File: config.mk
export PLATFORM = sky130hd
export DESIGN_NAME = multichannel_rate_pulse_source
export DESIGN_NICKNAME = d
export VERILOG_FILES = /design/src/rtl/mrps_pkg.sv /design/src/rtl/multichannel_rate_pulse_source.sv
export SDC_FILE = /design/constraint.sdc
export NUM_CORES = 2
export LEC_CHECK = 0
export BUFFER_PORTS_ARGS = -buffer_cell sky130_fd_sc_hd__buf_2
export CAP_MARGIN = 10
export CELL_PAD_IN_SITES_DETAIL_PLACEMENT = 1
export CELL_PAD_IN_SITES_GLOBAL_PLACEMENT = 2
export CORE_UTILIZATION = 40
export CTS_CLUSTER_SIZE = 14
export DETAILED_ROUTE_END_ITERATION = 8
export PLACE_DENSITY = 0.75
export SLEW_MARGIN = 20
export SYNTH_ARGS = -nofsm -noshare
export SYNTH_HDL_FRONTEND = slang
export SYNTH_SLANG_ARGS = --single-unit
File: constraint.sdc
create_clock -name clk -period 12.3 [get_ports clk]
set_clock_uncertainty 0.1 [all_clocks]
set_input_delay 1.845 -clock clk [delete_from_list [all_inputs] [get_ports clk]]
set_output_delay 1.845 -clock clk [all_outputs]
set_load 0.005 [all_outputs]
File: src/rtl/mrps_pkg.sv
// mrps_pkg: types and constants for the multichannel rate pulse source.
// No dependencies; imported by multichannel_rate_pulse_source.
`timescale 1ns / 1ps
`default_nettype none

package mrps_pkg;

	localparam int NUM_REGS   = 4;
	localparam int REG_IDX_W  = 2;
	localparam int ADDR_W     = 4;
	localparam int RATE_W     = 16;
	localparam int MS_W       = 14;
	localparam int PROD_W     = RATE_W + MS_W;   // rate * ms
	localparam int SUM_W      = PROD_W + 1;      // plus carried fraction
	localparam int FRAC_W     = 20;              // fraction stays below one pulse
	localparam int EMIT_W     = 11;              // pulses per window stay below 2048
	localparam int CNT_W      = 16;
	localparam int TIME_W     = 32;
	localparam int ITER_W     = 6;
	localparam int MUL_W      = 24;

	// sum/960000 = (sum >> 8) / 3750; the shifted sum is below 2^23, so a
	// 24-bit reciprocal rounded up with a 35-bit shift gives the exact floor
	localparam int PRE_SH     = 8;
	localparam int RECIP_SH   = 35;

	localparam logic [FRAC_W-1:0] UNITS_PER_PULSE = 20'd960000;
	localparam logic [MUL_W-1:0]  RECIP_UNITS     = 24'd9162597;
	localparam logic [9:0]        US_PER_MS       = 10'd1000;
	localparam logic [ITER_W-1:0] ITER_PERIOD     = 6'd32;

	typedef enum logic [2:0] {
		ST_IDLE,
		ST_MUL,
		ST_ADD,
		ST_DIVC,
		ST_EMIT,
		ST_DIVP,
		ST_PER,
		ST_REPORT
	} state_t;

	typedef struct packed {
		logic div_step;
		logic out_load;
		logic busy;
	} ctrl_t;

endpackage

`default_nettype wire

File: src/rtl/multichannel_rate_pulse_source.sv
// Multichannel rate pulse source, top level.
// Uses mrps_pkg; holds the sequencer, the shared multiplier and divider and channel state.
//
// Usage: each input word (win_ms) is one time window. The block advances a
// microsecond clock, adds rate*win_ms to each channel's fractional pulse
// accumulator, emits whole pulses into a wrapping count and updates the pulse
// period. It then sends one output word per channel, channel 0 first, with
// last_channel set on the final one.
// Channels are worked one after the other through one shared multiplier (rate
// times window, reciprocal divide by the pulse unit, remainder) and one
// bit-per-cycle divider that runs 32 steps for the period, only when a channel
// emits after its first pulse. Each channel runs ST_MUL, ST_ADD, ST_DIVC and
// ST_EMIT, then ST_DIVP and ST_PER when it divides, then ST_REPORT, which loads
// its output word. An input word keeps in_stall high until the last channel's
// word is loaded, and the next word can be taken on the cycle after.
// Output words sit in a single output register; while out_stall is high the
// word is held and the sequencer waits in ST_REPORT with the next channel's word.
// Target rates must be written over the APB port while idle; the block never checks.
// Reset clears all rates, counts, periods and the clock; no clearing pass.
`timescale 1ns / 1ps
`default_nettype none

module multichannel_rate_pulse_source
	import mrps_pkg::*;
#(
	parameter int CHANNELS = 4
) (
	input  wire logic                 clk,
	input  wire logic                 arst_n,
	// APB configuration
	input  wire logic                 psel,
	input  wire logic                 penable,
	input  wire logic                 pwrite,
	input  wire logic [ADDR_W-1:0]    paddr,
	input  wire logic [31:0]          pwdata,
	output logic      [31:0]          prdata,
	output logic                      pready,
	// input words
	input  wire logic                 in_valid,
	output logic                      in_stall,
	input  wire logic [MS_W-1:0]      win_ms,
	// output words
	output logic                      out_valid,
	input  wire logic                 out_stall,
	output logic      [1:0]           channel_index,
	output logic      [CNT_W-1:0]     pulse_count,
	output logic      [TIME_W-1:0]    pulse_period,
	output logic                      last_channel
);

	localparam int CH_IDX_W = (CHANNELS > 1) ? $clog2(CHANNELS) : 1;

	state_t state_q, state_d;
	ctrl_t  ctrl;

	logic [RATE_W-1:0]   rate_q [NUM_REGS];
	logic [TIME_W-1:0]   vtime_q;
	logic [MS_W-1:0]     ms_q;
	logic [CH_IDX_W-1:0] ch_q;
	logic [PROD_W-1:0]   prod_q;
	logic [SUM_W-1:0]    sum_q;

	logic [FRAC_W-1:0]   acc_q    [CHANNELS];
	logic [CNT_W-1:0]    pcnt_q   [CHANNELS];
	logic                seen_q   [CHANNELS];
	logic [TIME_W-1:0]   lpt_q    [CHANNELS];
	logic [TIME_W-1:0]   lper_q   [CHANNELS];

	// shared divider: remainder, dividend/quotient shift word, divisor, step count
	logic [FRAC_W-1:0]   rem_q;
	logic [TIME_W-1:0]   dq_q;
	logic [FRAC_W-1:0]   den_q;
	logic [ITER_W-1:0]   iter_q;

	logic                out_valid_q;
	logic [1:0]          out_ch_q;
	logic [CNT_W-1:0]    out_cnt_q;
	logic [TIME_W-1:0]   out_per_q;
	logic                out_last_q;

	logic                in_fire;
	logic                cfg_wr;
	logic [REG_IDX_W-1:0] cfg_idx;
	logic [REG_IDX_W-1:0] rate_idx;
	logic                last_ch;
	logic                out_free;

	logic [MUL_W-1:0]    mul_a;
	logic [MUL_W-1:0]    mul_b;
	logic [2*MUL_W-1:0]  mul_p;

	logic [FRAC_W:0]     trial;
	logic                trial_ge;
	logic [FRAC_W:0]     trial_diff;
	logic [SUM_W-1:0]    sum;
	logic [EMIT_W-1:0]   emit;
	logic [TIME_W-1:0]   span;
	logic [TIME_W-1:0]   since;
	logic [TIME_W:0]     limit;
	logic [TIME_W-1:0]   rep_period;

	assign in_fire  = in_valid && !in_stall;
	assign cfg_wr   = psel && penable && pwrite && pready;
	assign cfg_idx  = paddr[ADDR_W-1:2];
	assign rate_idx = REG_IDX_W'(ch_q);
	assign last_ch  = (ch_q == CH_IDX_W'(CHANNELS - 1));
	assign out_free = !out_valid_q || !out_stall;

	assign pready = 1'b1;
	assign prdata = {{(32-RATE_W){1'b0}}, rate_q[cfg_idx]};

	// shared multiplier operands
	always_comb begin
		mul_a = '0;
		mul_b = '0;
		unique case (state_q)
			ST_MUL: begin
				mul_a = MUL_W'(rate_q[rate_idx]);
				mul_b = MUL_W'(ms_q);
			end
			ST_DIVC: begin
				mul_a = MUL_W'(sum_q[SUM_W-1:PRE_SH]);
				mul_b = RECIP_UNITS;
			end
			ST_EMIT: begin
				mul_a = MUL_W'(emit);
				mul_b = MUL_W'(UNITS_PER_PULSE);
			end
			default: ;
		endcase
	end

	assign mul_p = (2*MUL_W)'(mul_a) * (2*MUL_W)'(mul_b);

	// one restoring division step
	assign trial      = {rem_q, dq_q[TIME_W-1]};
	assign trial_diff = trial - {1'b0, den_q};
	assign trial_ge   = (trial >= {1'b0, den_q});

	assign sum  = SUM_W'(prod_q) + SUM_W'(acc_q[ch_q]);
	assign emit = dq_q[EMIT_W-1:0];
	assign span = vtime_q - lpt_q[ch_q];

	// stale test: more than 1.5 periods since the last pulse reads as zero
	assign since = vtime_q - lpt_q[ch_q];
	assign limit = {1'b0, lper_q[ch_q]} + {2'b0, lper_q[ch_q][TIME_W-1:1]};
	assign rep_period = (!seen_q[ch_q] || ({1'b0, since} > limit)) ? '0 : lper_q[ch_q];

	// next state
	always_comb begin
		state_d = state_q;
		unique case (state_q)
			ST_IDLE: begin
				if (in_fire) state_d = ST_MUL;
			end
			ST_MUL:  state_d = ST_ADD;
			ST_ADD:  state_d = ST_DIVC;
			ST_DIVC: state_d = ST_EMIT;
			ST_EMIT: begin
				if (emit != '0 && seen_q[ch_q]) state_d = ST_DIVP;
				else                            state_d = ST_REPORT;
			end
			ST_DIVP: begin
				if (iter_q == ITER_W'(1)) state_d = ST_PER;
			end
			ST_PER:  state_d = ST_REPORT;
			ST_REPORT: begin
				if (out_free) state_d = last_ch ? ST_IDLE : ST_MUL;
			end
			default: state_d = ST_IDLE;
		endcase
	end

	// sequencer outputs
	always_comb begin
		ctrl = '0;
		unique case (state_q)
			ST_IDLE:   ctrl.busy = 1'b0;
			ST_DIVP: begin
				ctrl.busy     = 1'b1;
				ctrl.div_step = 1'b1;
			end
			ST_REPORT: begin
				ctrl.busy     = 1'b1;
				ctrl.out_load = out_free;
			end
			default:   ctrl.busy = 1'b1;
		endcase
	end

	assign in_stall = ctrl.busy;

	always_ff @(posedge clk or negedge arst_n) begin
		if (!arst_n) begin
			state_q <= ST_IDLE;
		end else begin
			state_q <= state_d;
		end
	end

	// configuration registers
	always_ff @(posedge clk or negedge arst_n) begin
		if (!arst_n) begin
			for (int i = 0; i < NUM_REGS; i++) rate_q[i] <= '0;
		end else if (cfg_wr) begin
			rate_q[cfg_idx] <= pwdata[RATE_W-1:0];
		end
	end

	// clock, channel pointer and channel state
	always_ff @(posedge clk or negedge arst_n) begin
		if (!arst_n) begin
			vtime_q <= '0;
			ch_q    <= '0;
			for (int i = 0; i < CHANNELS; i++) begin
				acc_q[i]  <= '0;
				pcnt_q[i] <= '0;
				seen_q[i] <= 1'b0;
				lpt_q[i]  <= '0;
				lper_q[i] <= '0;
			end
		end else begin
			if (state_q == ST_IDLE && in_fire) begin
				vtime_q <= vtime_q + TIME_W'(win_ms) * TIME_W'(US_PER_MS);
				ch_q    <= '0;
			end
			if (state_q == ST_EMIT) begin
				// multiplier holds emit * UNITS_PER_PULSE here
				acc_q[ch_q]  <= FRAC_W'(sum_q - mul_p[SUM_W-1:0]);
				pcnt_q[ch_q] <= pcnt_q[ch_q] + CNT_W'(emit);
				if (emit != '0) begin
					lpt_q[ch_q]  <= vtime_q;
					seen_q[ch_q] <= 1'b1;
				end
			end
			if (state_q == ST_PER) lper_q[ch_q] <= dq_q;
			if (ctrl.out_load && !last_ch) ch_q <= ch_q + CH_IDX_W'(1);
		end
	end

	// datapath words
	always_ff @(posedge clk) begin
		if (state_q == ST_IDLE && in_fire) ms_q <= win_ms;
		if (state_q == ST_MUL) prod_q <= mul_p[PROD_W-1:0];
		if (state_q == ST_ADD) sum_q <= sum;
		if (state_q == ST_DIVC) begin
			// quotient is below 2048
			dq_q   <= TIME_W'(mul_p[RECIP_SH +: EMIT_W]);
		end else if (state_q == ST_EMIT) begin
			rem_q  <= '0;
			dq_q   <= span;
			den_q  <= FRAC_W'(emit);
			iter_q <= ITER_PERIOD;
		end else if (ctrl.div_step) begin
			rem_q  <= trial_ge ? trial_diff[FRAC_W-1:0] : trial[FRAC_W-1:0];
			dq_q   <= {dq_q[TIME_W-2:0], trial_ge};
			iter_q <= iter_q - ITER_W'(1);
		end
		if (ctrl.out_load) begin
			out_ch_q   <= 2'(ch_q);
			out_cnt_q  <= pcnt_q[ch_q];
			out_per_q  <= rep_period;
			out_last_q <= last_ch;
		end
	end

	always_ff @(posedge clk or negedge arst_n) begin
		if (!arst_n) begin
			out_valid_q <= 1'b0;
		end else if (ctrl.out_load) begin
			out_valid_q <= 1'b1;
		end else if (!out_stall) begin
			out_valid_q <= 1'b0;
		end
	end

	assign out_valid     = out_valid_q;
	assign channel_index = out_ch_q;
	assign pulse_count   = out_cnt_q;
	assign pulse_period  = out_per_q;
	assign last_channel  = out_last_q;

endmodule

`default_nettype wire
==> results_dict.tcl <==
set metrics [dict create \
    status "finished clean" \
    num_rows 133 \
    r2r_setup_slack_ns 2.12 \
    postSynthAreaPerCell_sq_um 10.9 \
    timing.hold.worst_endpoint "seen_q[1]" \
    areaGrowthSynthToFinish_pct 10.6 \
    hold_violations 0 \
    ys_seq_area_frac 0.339 \
    cts.htree.levels 3 \
    routedWlPerCell_um 22.2 \
    rsz0062_at_grt "false" \
    initialDrtViolationCount 1911 \
    routed-via-count 36400 \
    layout-drive-gt1-share 0.154 \
    antenna_violations_before_repair 10 \
    grt-ovfl-total 0 \
    post-synth-top-area-fraction 0.232 \
    syn-instance-count 4842 \
    setup_total_negative_slack_ns 0 \
    start_kind "flip-flop" \
    synthArstFlopShare 0.716 \
    max-clock-path-buffers 3 \
    r2r-end "acc_q[19]" \
    pin_count_of_the_biggest_net_entering_global_routing 157 \
    critical-path-top-delay-family "adder cells" \
    post_cts_hold_buffer_count 0 \
    yosys.area.top_type "sky130_fd_sc_hd__dfrtp_1" \
    timing.final.crit_period_ns 10.18 \
    report.final.setup_viol 0 \
    maxSlewHeadroom 0.249 \
    timing.critical_path.slowest_stage_cell "sky130_fd_sc_hd__and2_1" \
    share_of_the_clock_period_used_by_the_worst_path 0.828 \
    tightestPinTransition_ns 1.12 \
    postSynth.topFlopCell "sky130_fd_sc_hd__dfrtp_1" \
    inserted_clock_buffers 82 \
    synth_edf_count 174 \
    syn-cell-area_sq_um 52800 \
    diodes 0 \
    criticalPathCategory "reg2reg" \
    dieArea_sq_um 134000 \
    port-buffer-count 107 \
    core_area_sq_um 131000 \
    cp-end-kind "flip-flop" \
    min_from "seen_q[1]" \
    worstPathBufferInverterCount 6 \
    distinct_cell_type_count_after_synthesis 94 \
    post_synth_main_area_contributors "sky130_fd_sc_hd__dfrtp_1 (23%), sky130_fd_sc_hd__fa_1 (17%), sky130_fd_sc_hd__edfxtp_1 (9.9%)" \
    drt-vias-per-instance 5.35 \
    worstReg2RegStart "state_q[2]" \
    cts.clk_slew.worst_paths_ns 0.06 \
    worst_hold_path_type "reg2reg" \
    max_stage_delay_ns 0.72 \
    whs_path_depth 1 \
    final_antenna_net_count 0 \
    die_x_um 365 \
    worst_ep_required_time_ns 12.75 \
    finalNetCount 5876 \
    clkLatencyLatePin_ns 0.70 \
    grt_pass1_vias 39200 \
    cp_max_fo 32 \
    hpwlAfterDp_um 114000 \
    io-pin-count 143 \
    drt-pass1-iter-count 5 \
    max-cap-violations 0 \
    global_route.usage.total 0.233 \
    clock_tree_from_tritoncts "done" \
    worst-endpoint-arrival_ns 10.63 \
    start_util 0.403 \
    cpMostUsedCell "sky130_fd_sc_hd__fa_1" \
    fmaxAchievable_mhz 98.2 \
    ys.warnings.count 0 \
    postCtsResizedCells 0 \
    postCtsSetupBuffers 0 \
    routabilityCongestion 0.873 \
    rr_worst_depth 31 \
    cts.sink_count 686 \
    final-max-slew-violation-count 0 \
    wl_um 151000 \
    ctsRootBufferMaster "sky130_fd_sc_hd__clkbuf_16" \
    grt_pass1_wl_um 237000 \
    chipHeight_um 365 \
    synth.ff_latch_count 686 \
    remaining_drc_errors 0 \
]
[routing by layer]
layer,vias up,track usage,part of all wire
met4,0,0.0487,0.016
met2,578,0.363,0.45
met1,19000,0.346,0.49
li1,16700,-,-
met3,143,0.0286,0.038
met5,-,0,0
[registers in the layout (all words and copies together), names as in the netlist, 4 cells and up]
signal and count:
seen_q 4, pulse_period 32, sum_q 31, pcnt_q 64, rate_q 64, ms_q 14, prod_q 30, vtime_q 29
dq_q 32, den_q 11, rem_q 20, lpt_q 116, iter_q 6, lper_q 128, acc_q 80, pulse_count 16
[how the worst max path moves through the flow]
stage / startpoint / end / slack [ns] / depth (start not counted)
finish: state_q[2] / acc_q[19] / 2.12 / 31
global route: state_q[2] / acc_q[38] / 1.57 / 33
CTS: state_q[2] / acc_q[19] / 2.07 / 31
detailed placement: state_q[2] / acc_q[19] / 2.13 / 31
global placement: state_q[2] / acc_q[79] / 2.15 / 31
floorplan: state_q[0] / acc_q[19] / 2.94 / 34
[cells in the mapped netlist (77+ instances only)]
| cell | count |
|---|---|
| sky130_fd_sc_hd__inv_1 | 632 |
| sky130_fd_sc_hd__xor2_1 | 78 |
| sky130_fd_sc_hd__nor2_1 | 239 |
| sky130_fd_sc_hd__o21ai_0 | 239 |
| sky130_fd_sc_hd__a21oi_1 | 216 |
| sky130_fd_sc_hd__edfxtp_1 | 174 |
| sky130_fd_sc_hd__a21o_1 | 77 |
| sky130_fd_sc_hd__mux2_2 | 303 |
| sky130_fd_sc_hd__fa_1 | 440 |
| sky130_fd_sc_hd__clkbuf_1 | 120 |
| sky130_fd_sc_hd__mux4_2 | 127 |
| sky130_fd_sc_hd__dfrtp_1 | 491 |
| sky130_fd_sc_hd__xnor2_1 | 109 |
| sky130_fd_sc_hd__ha_1 | 400 |
| sky130_fd_sc_hd__nand2_1 | 473 |
[worst reg2reg max path: cells and delay by family, from the launching register on]
kind	cells	cell delay [ns]
XOR/XNOR	1	0.25
flip-flops	1	0.57
AND/OR/NAND/NOR	7	2.14
adder cells (fa/ha/maj)	9	3.94
AO/OA/AOI/OAI	8	1.95
buffers and inverters	6	1.08
[through the flow]
stage | area [sq um] | setup WS [ns] | utilization | hold WS [ns] | cells
after floorplan | 53100 | 2.94 | - | 0.333 | 4911
after global placement | 55600 | 2.15 | 0.424 | 0.349 | 6649
after detailed placement | 55600 | 2.13 | 0.424 | 0.355 | 6649
after CTS | 58400 | 2.07 | 0.445 | 0.372 | 6801
after global routing | 58400 | 1.57 | 0.445 | 0.388 | 6802
final | 58400 | 2.12 | 0.445 | 0.371 | 6802
[placed cells by master (no fill, tap or decap), types with 42 or more instances in the layout]
| master | count |
|---|---|
| sky130_fd_sc_hd__nand2_1 | 467 |
| sky130_fd_sc_hd__edfxtp_1 | 174 |
| sky130_fd_sc_hd__ha_1 | 400 |
| sky130_fd_sc_hd__fa_1 | 440 |
| sky130_fd_sc_hd__nand2b_1 | 42 |
| sky130_fd_sc_hd__conb_1 | 71 |
| sky130_fd_sc_hd__inv_1 | 630 |
| sky130_fd_sc_hd__dfrtp_1 | 489 |
| sky130_fd_sc_hd__buf_4 | 48 |
| sky130_fd_sc_hd__o21ai_1 | 59 |
| sky130_fd_sc_hd__a21o_1 | 77 |
| sky130_fd_sc_hd__o21ai_0 | 239 |
| sky130_fd_sc_hd__buf_2 | 106 |
| sky130_fd_sc_hd__clkbuf_16 | 83 |
| sky130_fd_sc_hd__mux2_2 | 303 |
| sky130_fd_sc_hd__and2_1 | 61 |
| sky130_fd_sc_hd__xor2_1 | 77 |
| sky130_fd_sc_hd__mux4_2 | 127 |
| sky130_fd_sc_hd__a21oi_1 | 214 |
| sky130_fd_sc_hd__xnor2_1 | 109 |
| sky130_fd_sc_hd__nor2_1 | 233 |
[cell type report]
cell class | instances | area, sq um
fillers | 14400 | 72900
multi-input cells | 3415 | 32200
flip-flops and latches | 686 | 17900
clock buffers | 126 | 2420
inverters | 635 | 2380
well taps | 1755 | 2200
repair buffers | 159 | 986
clock inverters | 26 | 347
[kinds of logic after synthesis]
kind of cell / share of synthesized area
adders and majority gates: 0.262
buffers and inverters: 0.0590
xor gates and xnor gates: 0.0310
other: 0.000142
muxes: 0.124
and+or+nand+nor: 0.0900
DFF: 0.339
AOI/OAI and AO/OA: 0.0946
Power is left out: the tool's default activity adds up to more than one toggle a clock period on the data nets, which glitch-free logic cannot reach.
